$ cat config.mk
export PLATFORM = sky130hd
export DESIGN_NAME = kt_ram
export DESIGN_NICKNAME = d
export VERILOG_FILES = /design/src/sv/kt_ram.sv
export SDC_FILE = /design/constraint.sdc
export NUM_CORES = 1
export LEC_CHECK = 0
export BUFFER_PORTS_ARGS = -buffer_cell sky130_fd_sc_hd__buf_2
export CAP_MARGIN = 10
export CELL_PAD_IN_SITES_DETAIL_PLACEMENT = 0
export CELL_PAD_IN_SITES_GLOBAL_PLACEMENT = 1
export CORE_MARGIN = 2
export CORE_UTILIZATION = 35
export DETAILED_ROUTE_END_ITERATION = 12
export GPL_TIMING_DRIVEN = 0
export PLACE_DENSITY = 0.53
export SYNTH_ARGS = -nofsm -noshare
export SYNTH_HDL_FRONTEND = slang
export SYNTH_SLANG_ARGS = --single-unit
$ cat constraint.sdc
create_clock -name clk -period 1.9 [get_ports clk]
set_clock_uncertainty 0.05 [all_clocks]
set_input_delay 0.38 -clock clk [delete_from_list [all_inputs] [get_ports clk]]
set_output_delay 0.38 -clock clk [all_outputs]
set_load 0.02 [all_outputs]
$ cat src/sv/kt_ram.sv
module kt_ram #(
  parameter int WIDTH = 8,
  parameter int DEPTH = 16
) (
  input  logic                     clk,
  input  logic                     wr_en,
  input  logic [$clog2(DEPTH)-1:0] wr_addr,
  input  logic [WIDTH-1:0]         wr_data,
  input  logic                     rd_en,
  input  logic [$clog2(DEPTH)-1:0] rd_addr,
  output logic [WIDTH-1:0]         rd_data
);

  logic [WIDTH-1:0] mem [DEPTH];

  always_ff @(posedge clk) begin
    if (wr_en) begin
      mem[wr_addr] <= wr_data;
    end
    if (rd_en) begin
      rd_data <= mem[rd_addr];
    end
  end

endmodule

==> flow_summary.json <==
{
  "mostFrequentLayoutCells": "136 x edfxtp_1, 29 x buf_2, 18 x mux4_2",
  "grt_pass1_wl_mm": 15.6,
  "tightest_slew_ps": 894,
  "rsz0062_at_grt": "false",
  "synth_compound_area_frac": 0.0230,
  "cts_tree": "yes",
  "seq_area_frac_synth": 0.781,
  "grt-busiest-layer": "met2",
  "ant_nets": 0,
  "clk-insertion-delay-late_ps": 410,
  "grt_max_degree": 17,
  "syn_nets": 248,
  "hp-class": "input port to flop",
  "clockBufferDepth": 2,
  "port_buffers": 25,
  "p_clk_frac": 0.454,
  "die_w_um": 126,
  "cts_root_buf": "clkbuf_16",
  "cp_top_family": "simple AND/OR/NAND/NOR gates",
  "max_slew_margin": 0.402,
  "dr.pass1.iters": 4,
  "crit_chain": "buf_2, or3b_2, nor2_1",
  "p_int_mw": 5.42,
  "syn_area_um2": 5230,
  "critPathArrivalTime_ps": 1750,
  "routed_wl_mm": 10.6,
  "r2r_slack_ps": 250,
  "p_total_mw": 6.85,
  "vdd_drop_max_mv": 0.581,
  "grt_util_met2": 0.216,
  "postCtsSetupRepairBufs": 0,
  "grt-ovfl-total": 0,
  "htree_num_levels": 4,
  "slew_violations": 0,
  "run_status": "completed",
  "core_area_um2": 14600,
  "synthSimpleGateAreaFrac": 0.0314,
  "fin_util": 0.423,
  "power_leakage_nw": 2.04,
  "p_switching_mw": 1.42,
  "grt_pass1_vias": 2480,
  "synth_edf_count": 136,
  "synth-seq-cells": 136,
  "area_delta_synth_final_pct": 18.0,
  "dr_total_vias": 2400,
  "crit_path_end_kind": "flop",
  "diodes": 0,
  "yosys.area_share.adder": 0,
  "start_util": 0.358,
  "cap_violations": 0,
  "globalRouteMet3Util": 0.0357,
  "die_area_um2": 15900,
  "crit_slowest_cell": "nor2_1",
  "synthMuxAreaShare": 0.148,
  "grt.total_usage": 0.141,
  "fin_crit_ps": 1770,
  "p_seq_frac": 0.496,
  "synthArstFlopShare": 0,
  "wire_per_inst_um": 22.4,
  "dp_hpwl_mm": 6.79,
  "path_clk_slew_ps": 60,
  "startpoint_type": "input port",
  "cp.required_ps": 1880,
  "syn_area_per_cell_um2": 22.8,
  "final_common_cell": "edfxtp_1",
  "critPathMaxFanout": 8,
  "finalHoldViolations": 0,
  "period_share": 0.931,
  "ios": 27,
  "power_density_nw_per_um2": 1110,
  "max_stage_delay_ps": 710,
  "fp.dieH_um": 126,
  "cts_resized": 0,
  "drtIter0Drc": 180,
  "setup-violations-final": 0,
  "routabilityCongestion": 0.676,
  "path_class": "input port to flop",
  "cts_hold_buf": 0,
  "cts_buffers": 17,
  "viasPerCell": 5.07,
  "rows": 44,
  "synth_cell_types": 18,
  "cp_num_buf_inv": 1,
  "drive_gt1_frac": 0.301,
  "final_nets": 295,
  "grt_util_met1": 0.197,
  "synthCells": 229,
  "ys.flop_type": "edfxtp_1",
  "swShare": 0.208,
  "synth-xor-area-share": 0,
  "pwr-share-comb": 0.050,
  "drc_errors": 0,
  "antenna_found_initial": 0,
  "final.setup.tns_ps": 0,
  "synth_top_family_by_area": "multiplexers",
  "holdWs_ps": 266,
  "max_freq_ghz": 0.565,
  "cts.sinks": 136,
  "yosysWarnings": 0
}
-- stage by stage --
stage / area [um2] / std cells / worst slack (ps)
2_1_floorplan: 5230 / 229 / 188
3_3_place_gp: 5590 / 438 / -450
3_5_place_dp: 5600 / 440 / -281
4_1_cts: 6160 / 472 / 122
5_1_grt: 6170 / 473 / 83.3
6_report: 6170 / 473 / 130
-- cell type report --
cell class	count	area, um2
clock buffer	18	429
buffer	10	86.3
multi-input combinational	83	1060
sequential	136	4080
clock inverter	14	133
timing repair buffer	28	145
tap	184	230
fill	1259	8420
-- worst reg2reg max path, delay by kind of cell (launching register included) --
| family | cells | cell delay (ps) |
|---|---|---|
| AO/OA/AOI/OAI | 1 | 350 |
| multiplexers | 1 | 510 |
| AND/OR/NAND/NOR | 1 | 120 |
| flip-flops | 1 | 350 |
-- sequential cells by signal, indices dropped and copies added, names as in the netlist --
register / flops
mem: 128
rd_data: 8
-- layer usage --
layer	up-vias	share of wire
li1	1074	-
met1	1261	0.48
met2	57	0.48
met3	8	0.029
met4	0	0.013
met5	-	0
-- Yosys cell counts, types with 2 or more instances --
library cell / number / area, um2
clkdlybuf4s25_2: 3 / 30.0
nor2_1: 13 / 48.8
buf_6: 3 / 33.8
nand2b_1: 2 / 12.5
nor3_1: 4 / 20.0
a22oi_1: 16 / 120
nand3b_1: 2 / 15.0
mux4_1: 14 / 368
mux4_2: 18 / 405
edfxtp_1: 136 / 4080
buf_2: 3 / 15.0
nand2_1: 9 / 33.8
-- power groups by stage --
stage	combinational (mW)	sequential (mW)	clock (mW)
2_1_floorplan	0.171	3.47	0
3_3_place_gp	0.342	3.45	0
3_5_place_dp	0.349	3.46	0
4_1_cts	0.350	3.39	3.17
5_1_grt	0.370	3.40	3.30
6_report	0.342	3.39	3.11
-- cell families (layout without fill, tap and decap cells) --
group                  count (synthesis)  count (layout)
buffers and inverters                 10              70
muxes                                 32              32
DFF                                  136             136
AOI/OAI and AO/OA                     16              16
and+or+nand+nor                       35              35
-- final timing paths --
path	cells after the start	start	end
max reg2reg	3	mem[0][0]	rd_data[0]
max	3	wr_addr[2]	mem[2][3]
min reg2reg	3	mem[8][4]	rd_data[4]
min	1	rd_en	rd_data[2]
Power figures use the tool's default switching activity.
